<file path="src/design/assert_macros.svh">
// Assertion helpers included by the top-level design file.
`ifndef ASSERT_MACROS_SVH
`define ASSERT_MACROS_SVH

// Checked on every rising clock edge outside reset.
`define BHRG_ASSERT(label, prop, msg) \
    label: assert property (@(posedge i_clk) disable iff (!i_rst_n) (prop)) \
        else $error(msg);

// Checked on every rising clock edge, reset included.
`define BHRG_ASSERT_ALWAYS(label, prop, msg) \
    label: assert property (@(posedge i_clk) (prop)) else $error(msg);

`endif

</file>
<file path="src/design/bhrg_pkg.sv">
package bhrg_pkg;

    localparam int NUM_KEYS_DEF = 5;
    localparam int FIFO_DEPTH   = 4;
    localparam int MAX_RESULTS  = 2;

    localparam logic [2:0] REG_REPORT_MODE      = 3'd0;
    localparam logic [2:0] REG_DEBOUNCE_LIMIT   = 3'd1;
    localparam logic [2:0] REG_HOLD_TICKS_KEY0  = 3'd2;
    localparam logic [2:0] REG_HOLD_TICKS_KEY1  = 3'd3;
    localparam logic [2:0] REG_HOLD_TICKS_KEY2  = 3'd4;
    localparam logic [2:0] REG_HOLD_TICKS_OTHER = 3'd5;
    localparam logic [2:0] REG_REPEAT_GAP       = 3'd6;
    localparam logic [2:0] REG_ENCODER_HOLD     = 3'd7;

    localparam logic [7:0] CODE_RELEASE    = 8'h00;
    localparam logic [7:0] CODE_KEY0       = 8'hB7;
    localparam logic [7:0] CODE_KEY1       = 8'hB6;
    localparam logic [7:0] CODE_KEY2       = 8'hCD;
    localparam logic [7:0] CODE_KEY3       = 8'hB5;
    localparam logic [7:0] CODE_KEY_OTHER  = 8'hE2;
    localparam logic [7:0] CODE_VOL_UP     = 8'hE9;
    localparam logic [7:0] CODE_VOL_DOWN   = 8'hEA;
    localparam logic [7:0] CODE_KEYBOARD   = 8'h08;

    localparam logic [14:0] REPEAT_IDLE = 15'h7FFF;

    typedef struct packed {
        logic        report_mode;
        logic [6:0]  debounce_limit;
        logic [15:0] hold_ticks_key0;
        logic [15:0] hold_ticks_key1;
        logic [15:0] hold_ticks_key2;
        logic [15:0] hold_ticks_other;
        logic [14:0] repeat_gap;
        logic [7:0]  encoder_hold;
    } t_cfg;

    typedef struct packed {
        logic        enc_valid;
        logic        armed;
        logic [6:0]  debounce_count;
        logic        autorepeat_on;
        logic [14:0] repeat_countdown;
        logic [15:0] hold_count;
        logic [15:0] hold_target;
        logic [15:0] encoder_last;
        logic [7:0]  encoder_phase;
        logic        indicator;
    } t_state;

    typedef struct packed {
        logic [7:0] report_code;
        logic       led_on;
        logic       last_of_tick;
    } t_result;

endpackage

</file>
<file path="src/design/bhrg_step.sv">
module bhrg_step #(
    parameter int NUM_KEYS = bhrg_pkg::NUM_KEYS_DEF
) (
    input  bhrg_pkg::t_state    i_state,
    input  bhrg_pkg::t_cfg      i_cfg,
    input  logic [NUM_KEYS-1:0] i_key_levels,
    input  logic                i_key_edge,
    input  logic [15:0]         i_encoder_count,
    output bhrg_pkg::t_state    o_state,
    output logic [1:0]          o_res_count,
    output bhrg_pkg::t_result   o_res0,
    output bhrg_pkg::t_result   o_res1
);
    import bhrg_pkg::*;

    always_comb begin
        t_state              s;
        logic [NUM_KEYS-1:0] down;
        logic [1:0]          n;
        logic [7:0]          code;
        logic [15:0]         diff;
        logic [14:0]         next_cd;
        logic                do_emit;

        s       = i_state;
        down    = ~i_key_levels;
        n       = 2'd0;
        o_res0  = '0;
        o_res1  = '0;
        code    = CODE_RELEASE;
        diff    = '0;
        next_cd = '0;

        if (!s.enc_valid) begin
            s.encoder_last = i_encoder_count;
            s.enc_valid    = 1'b1;
        end
        if (i_key_edge) begin
            s.armed = 1'b1;
        end

        // Key handling can give at most one report, always into the first slot.
        do_emit = 1'b0;
        if (s.armed) begin
            if (down != '0) begin
                if (s.debounce_count == i_cfg.debounce_limit) begin
                    s.debounce_count = s.debounce_count + 7'd1;
                    s.indicator      = 1'b1;
                    do_emit          = 1'b1;
                    if (!i_cfg.report_mode) begin
                        priority if (down[0]) code = CODE_KEY0;
                        else if (down[1])     code = CODE_KEY1;
                        else if (down[2])     code = CODE_KEY2;
                        else if (down[3])     code = CODE_KEY3;
                        else                  code = CODE_KEY_OTHER;
                    end else begin
                        s.hold_count = 16'd1;
                        code         = CODE_KEYBOARD;
                        priority if (down[0]) begin
                            s.hold_target   = i_cfg.hold_ticks_key0;
                            s.autorepeat_on = ~s.autorepeat_on;
                        end else if (down[1]) begin
                            s.hold_target = i_cfg.hold_ticks_key1;
                        end else if (down[2]) begin
                            s.hold_target = i_cfg.hold_ticks_key2;
                        end else begin
                            s.hold_target = i_cfg.hold_ticks_other;
                        end
                    end
                end else if (s.debounce_count < i_cfg.debounce_limit) begin
                    s.debounce_count = s.debounce_count + 7'd1;
                end
            end else begin
                s.armed          = 1'b0;
                s.debounce_count = '0;
                if (!i_cfg.report_mode) begin
                    s.indicator = 1'b0;
                    do_emit     = 1'b1;
                    code        = CODE_RELEASE;
                end
            end
        end
        if (do_emit) begin
            o_res0.report_code = code;
            o_res0.led_on      = s.indicator;
            n                  = 2'd1;
        end

        // Second stage of the tick: encoder or hold and autorepeat.
        do_emit = 1'b0;
        code    = CODE_RELEASE;
        if (!i_cfg.report_mode) begin
            diff = i_encoder_count - s.encoder_last;
            if (s.encoder_phase == '0 && i_encoder_count != s.encoder_last) begin
                s.encoder_last  = i_encoder_count;
                s.encoder_phase = 8'd1;
                code            = diff[15] ? CODE_VOL_DOWN : CODE_VOL_UP;
                do_emit         = 1'b1;
            end else if (s.encoder_phase != '0 && s.encoder_phase == i_cfg.encoder_hold) begin
                s.encoder_phase = '0;
                s.encoder_last  = i_encoder_count;
                do_emit         = 1'b1;
            end else if (s.encoder_phase != '0) begin
                s.encoder_phase = s.encoder_phase + 8'd1;
            end
            if (do_emit) begin
                if (n == 2'd0) begin
                    o_res0.report_code = code;
                    o_res0.led_on      = s.indicator;
                end else begin
                    o_res1.report_code = code;
                    o_res1.led_on      = s.indicator;
                end
                n = n + 2'd1;
            end
        end else begin
            if (s.hold_count != '0) begin
                s.hold_count = s.hold_count + 16'd1;
                if (s.hold_count == s.hold_target) begin
                    s.hold_count       = '0;
                    s.indicator        = 1'b0;
                    s.repeat_countdown = i_cfg.repeat_gap;
                    if (n == 2'd0) begin
                        o_res0.report_code = CODE_RELEASE;
                        o_res0.led_on      = s.indicator;
                    end else begin
                        o_res1.report_code = CODE_RELEASE;
                        o_res1.led_on      = s.indicator;
                    end
                    n = n + 2'd1;
                end
            end
            if (s.autorepeat_on) begin
                next_cd = s.repeat_countdown - 15'd1;
                if (next_cd == '0) begin
                    if (n < 2'(MAX_RESULTS)) begin
                        s.hold_count       = 16'd1;
                        s.repeat_countdown = REPEAT_IDLE;
                        s.indicator        = 1'b1;
                        if (n == 2'd0) begin
                            o_res0.report_code = CODE_KEYBOARD;
                            o_res0.led_on      = s.indicator;
                        end else begin
                            o_res1.report_code = CODE_KEYBOARD;
                            o_res1.led_on      = s.indicator;
                        end
                        n = n + 2'd1;
                    end else begin
                        s.repeat_countdown = 15'd1;
                    end
                end else begin
                    s.repeat_countdown = next_cd;
                end
            end
        end

        o_res0.last_of_tick = (n == 2'd1);
        o_res1.last_of_tick = 1'b1;
        o_res_count         = n;
        o_state             = s;
    end

endmodule

</file>
<file path="src/design/button_encoder_hid_report_gen.sv">
// Channel  | Direction | Handshake              | Beat carries
// ---------+-----------+------------------------+-----------------------------------------
// input    | in        | i_valid / o_ready      | key levels, key edge, encoder count
// result   | out       | o_valid / i_ready      | report code, LED state, last-of-tick flag
// config   | in        | i_cfg_valid / o_cfg_ready | register index, write data
//
// A tick beat is captured in an input register and processed once
// the four-entry result queue has room for two more beats.
// One tick per cycle is sustained while each tick gives at most one result and i_ready stays high;
// the result queue drains one beat per cycle at most, so ticks that give two results limit the rate there.
// A stalled result side fills the queue and then holds o_ready low.
// Synchronous active-low reset restores register defaults and empties the queue;
// config writes are taken in every cycle outside reset.
module button_encoder_hid_report_gen #(
    parameter int NUM_KEYS = bhrg_pkg::NUM_KEYS_DEF
) (
    input  logic                i_clk,
    input  logic                i_rst_n,
    input  logic                i_valid,
    output logic                o_ready,
    input  logic [NUM_KEYS-1:0] i_key_levels,
    input  logic                i_key_edge,
    input  logic [15:0]         i_encoder_count,
    output logic                o_valid,
    input  logic                i_ready,
    output logic [7:0]          o_report_code,
    output logic                o_led_on,
    output logic                o_last_of_tick,
    input  logic                i_cfg_valid,
    output logic                o_cfg_ready,
    input  logic [2:0]          i_cfg_index,
    input  logic [15:0]         i_cfg_data
);
    import bhrg_pkg::*;

    localparam int PTR_W = $clog2(FIFO_DEPTH);
    localparam int CNT_W = $clog2(FIFO_DEPTH + 1);

    t_cfg                r_cfg;
    t_state              r_state;
    t_state              w_state_nx;
    logic                r_in_valid;
    logic [NUM_KEYS-1:0] r_key_levels;
    logic                r_key_edge;
    logic [15:0]         r_encoder_count;

    t_result             r_fifo [FIFO_DEPTH];
    logic [PTR_W-1:0]    r_wr_ptr;
    logic [PTR_W-1:0]    r_rd_ptr;
    logic [CNT_W-1:0]    r_count;

    logic [1:0]          w_res_count;
    t_result             w_res0;
    t_result             w_res1;
    logic                w_pop;
    logic                w_go;
    logic [CNT_W-1:0]    w_level;
    logic [CNT_W-1:0]    w_push;

    bhrg_step #(
        .NUM_KEYS(NUM_KEYS)
    ) u_step (
        .i_state        (r_state),
        .i_cfg          (r_cfg),
        .i_key_levels   (r_key_levels),
        .i_key_edge     (r_key_edge),
        .i_encoder_count(r_encoder_count),
        .o_state        (w_state_nx),
        .o_res_count    (w_res_count),
        .o_res0         (w_res0),
        .o_res1         (w_res1)
    );

    assign o_valid        = (r_count != '0);
    assign o_report_code  = r_fifo[r_rd_ptr].report_code;
    assign o_led_on       = r_fifo[r_rd_ptr].led_on;
    assign o_last_of_tick = r_fifo[r_rd_ptr].last_of_tick;
    assign o_cfg_ready    = 1'b1;

    assign w_pop   = o_valid && i_ready;
    assign w_level = r_count - CNT_W'(w_pop);
    assign w_go    = r_in_valid && (w_level <= CNT_W'(FIFO_DEPTH - MAX_RESULTS));
    assign w_push  = w_go ? CNT_W'(w_res_count) : '0;
    assign o_ready = !r_in_valid || w_go;

    always_ff @(posedge i_clk) begin
        if (!i_rst_n) begin
            r_cfg.report_mode      <= 1'b0;
            r_cfg.debounce_limit   <= 7'd16;
            r_cfg.hold_ticks_key0  <= 16'd10;
            r_cfg.hold_ticks_key1  <= 16'd56;
            r_cfg.hold_ticks_key2  <= 16'd91;
            r_cfg.hold_ticks_other <= 16'd142;
            r_cfg.repeat_gap       <= 15'd160;
            r_cfg.encoder_hold     <= 8'd7;
        end else if (i_cfg_valid && o_cfg_ready) begin
            unique case (i_cfg_index)
                REG_REPORT_MODE:      r_cfg.report_mode      <= i_cfg_data[0];
                REG_DEBOUNCE_LIMIT:   r_cfg.debounce_limit   <= i_cfg_data[6:0];
                REG_HOLD_TICKS_KEY0:  r_cfg.hold_ticks_key0  <= i_cfg_data;
                REG_HOLD_TICKS_KEY1:  r_cfg.hold_ticks_key1  <= i_cfg_data;
                REG_HOLD_TICKS_KEY2:  r_cfg.hold_ticks_key2  <= i_cfg_data;
                REG_HOLD_TICKS_OTHER: r_cfg.hold_ticks_other <= i_cfg_data;
                REG_REPEAT_GAP:       r_cfg.repeat_gap       <= i_cfg_data[14:0];
                REG_ENCODER_HOLD:     r_cfg.encoder_hold     <= i_cfg_data[7:0];
                default: ;
            endcase
        end
    end

    always_ff @(posedge i_clk) begin
        if (!i_rst_n) begin
            r_state    <= '0;
            r_in_valid <= 1'b0;
            r_wr_ptr   <= '0;
            r_rd_ptr   <= '0;
            r_count    <= '0;
        end else begin
            if (w_go) begin
                r_state <= w_state_nx;
            end
            if (i_valid && o_ready) begin
                r_in_valid <= 1'b1;
            end else if (w_go) begin
                r_in_valid <= 1'b0;
            end
            r_wr_ptr <= r_wr_ptr + PTR_W'(w_push);
            r_rd_ptr <= r_rd_ptr + PTR_W'(w_pop);
            r_count  <= w_level + w_push;
        end
    end

    always_ff @(posedge i_clk) begin
        if (i_valid && o_ready) begin
            r_key_levels    <= i_key_levels;
            r_key_edge      <= i_key_edge;
            r_encoder_count <= i_encoder_count;
        end
        if (w_push != '0) begin
            r_fifo[r_wr_ptr] <= w_res0;
        end
        if (w_push == CNT_W'(MAX_RESULTS)) begin
            r_fifo[r_wr_ptr + PTR_W'(1)] <= w_res1;
        end
    end

    `include "assert_macros.svh"

    `BHRG_ASSERT(a_count_bound, r_count <= CNT_W'(FIFO_DEPTH), "result queue overfilled")
    `BHRG_ASSERT(a_pair_whole, (w_pop && !o_last_of_tick) |=> o_valid, "tick results split")
    `BHRG_ASSERT(a_room_on_push, (w_push != '0) |-> (w_level + w_push <= CNT_W'(FIFO_DEPTH)),
        "push without room")
    `BHRG_ASSERT_ALWAYS(a_reset_empty, !$past(i_rst_n) |-> (r_count == '0), "queue not cleared")

endmodule

</file>
<file path="config.mk">
export PLATFORM = sky130hd
export DESIGN_NAME = button_encoder_hid_report_gen
export DESIGN_NICKNAME = d
export VERILOG_FILES = /design/src/design/bhrg_pkg.sv /design/src/design/bhrg_step.sv /design/src/design/button_encoder_hid_report_gen.sv
export VERILOG_INCLUDE_DIRS = /design/src /design/src/design
export SDC_FILE = /design/constraint.sdc
export NUM_CORES = 1
export LEC_CHECK = 0
export BUFFER_PORTS_ARGS = -buffer_cell sky130_fd_sc_hd__buf_4
export CAP_MARGIN = 40
export CORE_MARGIN = 3
export CORE_UTILIZATION = 57
export DETAILED_ROUTE_END_ITERATION = 8
export MAX_ROUTING_LAYER = met4
export PLACE_DENSITY = 0.86
export SETUP_SLACK_MARGIN = 0.05
export SLEW_MARGIN = 20
export SYNTH_ARGS = -nofsm -noshare
export SYNTH_HDL_FRONTEND = slang
export SYNTH_HIERARCHICAL = 1
export SYNTH_SLANG_ARGS = --single-unit
</file>
<file path="constraint.sdc">
create_clock -name i_clk -period 8.7 [get_ports i_clk]
set_input_delay 2.61 -clock i_clk [delete_from_list [all_inputs] [get_ports i_clk]]
set_output_delay 2.61 -clock i_clk [all_outputs]
set_load 0.05 [all_outputs]
</file>
# After elaboration in Yosys (flattened, before gate mapping)
# Memory sizes are Yosys's and may differ from the RTL's. A register that Yosys moved wholly into a read port is not among the register bits.
# Cells that the tools add are included.
dict set report word_totals {
  ram_bits 40
  memories 1
  in_bits 46
  wordCells 182
  regBits 207
}
dict set report op_classes {
  n_reduce_logical 30
  mux 94
  add_sub_neg 12
  n_eq_ne 14
  bitwise 3
  order_cmp 3
}
# memory depth width rd rd_ports_with_merged_regs write_ports line_no
set memory_table {}
lappend memory_table {r_fifo 4 10 1 1 2 button_encoder_hid_report_gen.sv:47} ;# t_result r_fifo [FIFO_DEPTH];
# cell count
set ops {}
lappend ops {{9-bit 2-to-1 mux} 18}
lappend ops {{16-bit 2-to-1 mux} 8}
lappend ops {{32-bit 2-to-1 mux} 4}
lappend ops {{31-bit 2-to-1 mux} 4}
lappend ops {{8-bit 2-to-1 mux} 10}
lappend ops {{24-bit 2-to-1 mux} 2}
lappend ops {{1-bit 2-to-1 mux} 30}
lappend ops {{15-bit 2-to-1 mux} 2}
lappend ops {{7-bit 2-to-1 mux} 4}
lappend ops {{2-bit 2-to-1 mux} 11}
lappend ops {{2-bit AND reduction} 9}
lappend ops {{16-bit by 1-bit adder with 16-bit output (second input constant)} 1}
lappend ops {{16-bit equality test} 1}
lappend ops {{16-bit inequality test} 1}
lappend ops {{16-bit nonzero test} 1}
lappend ops {{16-bit subtractor} 1}
lappend ops {{15-bit logical NOT} 1}
lappend ops {{15-bit by 1-bit subtractor with 15-bit output (second input constant)} 1}
lappend ops {{3-bit equality test (second input constant)} 4}
lappend ops {{3-bit nonzero test} 3}
lappend ops {{8-bit by 1-bit adder with 8-bit output (second input constant)} 1}
lappend ops {{8-bit equality test} 1}
lappend ops {{8-bit logical NOT} 1}
lappend ops {{8-bit nonzero test} 1}
lappend ops {{27 further kinds} 36}

# Logic depth before layout (Yosys ltp)
dict set report depth {
  ltp_word 22
  depth_mapped 33
  ltp_nobuf 30
}

# Hierarchy
# The synthesis kept the hierarchy.
# mod seq_area_each_um2 n_inst area_each_um2 cells_per_inst
set by_module_without_submodules {}
lappend by_module_without_submodules {button_encoder_hid_report_gen 5565.3 1 9719.3 958}
lappend by_module_without_submodules {bhrg_step 0.0 1 5509.0 857}

# Worst setup path after synthesis
# No wires, ideal clock.
dict set report synth_path {
  kind {register to register}
  start {register r_state[73] (netlist bit)}
  end {memory r_fifo[1][0] (netlist bit), enable pin}
  arrival_ps 8169
  period_less_slack_ps 8561
  stages_incl_launch_ff 28
  setup_time_ps 392
  setup_slack_ps 139
  t_required_ps 8308
  path_cell_list {dfxtp_1 -> inv_1 -> ha_1 -> nand4_1 -> or3_1 -> nor2_1 -> clkbuf_1 -> nor2_1 -> inv_1 -> ha_1 -> nand4_1 -> or3_1 -> xnor2_1 -> o31ai_1 -> nand3_1 -> nor3_2 -> mux2i_1 -> ha_1 -> or4b_4 -> or4_4 -> or4b_1 -> a311o_1 -> or4_4 -> nor4_4 -> nor2_1 -> o311ai_2 -> mux2i_1 -> nor3b_1}
}
# item line_no
set synth_lines {}
lappend synth_lines {{start: declaration} button_encoder_hid_report_gen.sv:40} ;# t_state r_state;
lappend synth_lines {{start signal: assignment} button_encoder_hid_report_gen.sv:120} ;# r_state <= w_state_nx;
lappend synth_lines {{end: declaration} button_encoder_hid_report_gen.sv:47}

==> results.toml <==
[run_status]
status = "finished, final reports clean"

[global_routing]
grtUsageMet2_pct = 43.1
grt_max_degree = 81
top_usage_layer = "met2"
overflow = 0
grtUsageMet3_pct = 3.56
track_usage_pct = 27.8
antenna_found_initial = 0
grt_pass1_wl_um = 64400
grt_pass1_vias = 12600
grt_util_met1_pct = 39.0

[worst_setup_path]
startpoint_type = "flip-flop"
cp_slowest_cell = "or4b_4"
rr_startpoint = "r_state[73]"
cp.arrival_ns = 8.64
critical_path.max_stage_delay_ns = 0.48
path_class = "reg2reg"
path_common_cell = "buf_4"
worstPathMaxFanout = 13
cp.required_ns = 8.99
critPathLaunch = "r_state[73]"
cp-end-kind = "flip-flop"

[floorplanning]
core_sq_um = 26100
pin_count = 59
dieHeight_um = 169
die_area_sq_um = 28700
die_width_um = 169
start_util_pct = 58.3
row_count = 59

[cells_and_area]
antennaDiodeCount = 0
fillers = 2076
fin_area_sq_um = 16900
nNetsFinal = 1887
multiInputGateArea_sq_um = 9000
area_growth_pct = 11.0
fin_util_pct = 64.7
drive_gt1_share_pct = 13.8
seqCellArea_sq_um = 5570

[synth]
yosys_register_bits = 247
syn_avg_cell_area_sq_um = 8.39
synth.largest_area_cell = "dfxtp_1"
syn-instance-count = 1815
synth-main-ff-cell = "dfxtp_1"
yosys-top-cells-area = "dfxtp_1 24%, edfxtp_1 12%, nand2_1 10%"
yosysMostFrequentCell = "nand2_1"
synth_commonest_cells = "416 x nand2_1, 185 x dfxtp_1, 140 x mux2i_1"
yosys_warnings = 6
syn_area_sq_um = 15200
async_flop_share_pct = 0
yosysSeqAreaShare_pct = 36.5
netlist.area_leader.share_pct = 24.3
synth_edf_count = 62
synth.distinct_cells = 88

[clocking]
clock_latency_ns = 0.54
htreeDepth = 1
cts_hold_buf = 0
ctsRootBufferMaster = "clkbuf_16"
cts_buffers = 26
path_clk_slew_ns = 0.06
cts_buffer_depth = 3
numClockSinks = 247
cts_tree = "yes"

[sta]
finClkSkew_ns = 0.0155
max_slew.worst_pin.slew_ns = 0.877
slew_violations = 0
finalCritPeriodShare_pct = 96.0
setup_violations = 0
rsz0062_at_grt = "no"
slew-limit-headroom_pct = 41.0
hold_viol_final = 0
max_freq_mhz = 120
fin_crit_ns = 8.35

[run]
max-cap-violations = 0

[pwr]
total_power_w = 0.00348
power.leakage_nw = 6.37
max-vdd-ir-drop_uv = 177
p_per_area_nw_per_um2 = 206

[drt]
dr_total_vias = 13500
antenna_left = 0
drt-total-wl_um = 39900
first_pass_iters = 6
vias_per_cell = 6.24
route.detailed.drc = 0
drt_iter0_drc = 1440
drt-wirelength-per-cell_um = 18.5

[placement]
port_buffers = 57
place_congestion = 1.00
hpwl_um = 27300
dpl_cell_area_sq_um = 15800

[min_path]
hp-class = "reg2reg"
hp-start = "r_state[19]"
## state kept, by name, indices dropped and copies added, names as in the netlist
signal           flops
r_key_edge           1
r_wr_ptr             2
r_state             82
r_encoder_count     16
r_cfg               95
r_key_levels         5
r_count              3
r_rd_ptr             2
r_fifo              40
r_in_valid           1
## power breakdown
part	switching, W	total (W)	internal (W)
clock network	0.000464	0.00117	0.000710
registers	0.0000649	0.00135	0.00128
logic	0.000569	0.000958	0.000389
## repair_timing
item / CTS / global route
gates cloned: 0 / 1
gates resized for setup: 3 / 19
setup endpoints to repair: 29 / 85
pin swaps: 1 / 3
endpoints found under the hold margin: 0 / 0
buffers inserted: 2 / 4
## placed cells by master (no fill, tap or decap), drive strengths merged, types with 20 or more instances in the layout
master  count
nand2     417
dfxtp     185
mux2i     140
a21oi     133
nor2      102
buf       101
edfxtp     62
o21ai      58
nand3      46
mux2       43
clkbuf     43
inv        41
ha         38
nor3       33
xor2       32
xnor2      28
nor4       27
nand4      20
## area by class of cell
class	instances	share of cell area, %
Tap cell	335	2.48
Timing Repair Buffer	102	4.89
Clock inverter	5	0.341
Inverter	41	0.911
Clock buffer	42	5.13
Multi-Input combinational cell	1384	53.3
Sequential cell	247	32.9
## critical path, delay by kind of cell, from the launching register on
kind / cells / cell delay (ns)
compound gates: 4 / 1.06
xor+xnor: 1 / 0.24
fa+ha+maj: 3 / 0.76
buf+inv: 6 / 0.94
flops: 1 / 0.41
mux: 2 / 0.61
simple gates: 14 / 4.09
## stage by stage
stage	setup TNS [ns]	hold WS, ns	std cells	worst slack (ns)
6_report	0	0.455	2156	0.347
3_3_place_gp	0	0.439	2094	0.334
4_1_cts	0	0.455	2149	0.136
2_1_floorplan	0	0.431	1817	0.139
3_5_place_dp	-0.00288	0.445	2100	-0.00288
5_1_grt	0	0.469	2156	0.0318
## metal layers
layer  vias to the layer above  wire [um]
li1                       6385          -
met4                         0        762
met5                         -          0
met2                       560      18400
met3                        76       3340
met1                      6438      17400
## path summary, 6_finish.rpt
kind	end	slack (ns)	depth (start not counted)
max	r_fifo[1][1]	0.35	30
max reg2reg	r_fifo[1][1]	0.35	30
min reg2reg	r_state[19]	0.46	2
min	r_state[19]	0.46	2
## cells by family after synthesis
logic type	Yosys count	share of synthesized area, %
AOI/OAI and AO/OA	305	12.7
xor gates and xnor gates	61	3.66
buffers and inverters	186	5.41
adders and majority gates	39	3.25
DFF	247	36.5
other	3	0.0739
and+or+nand+nor	781	24.5
muxes	193	13.9
Note: power is estimated with default switching activity, not from simulation.
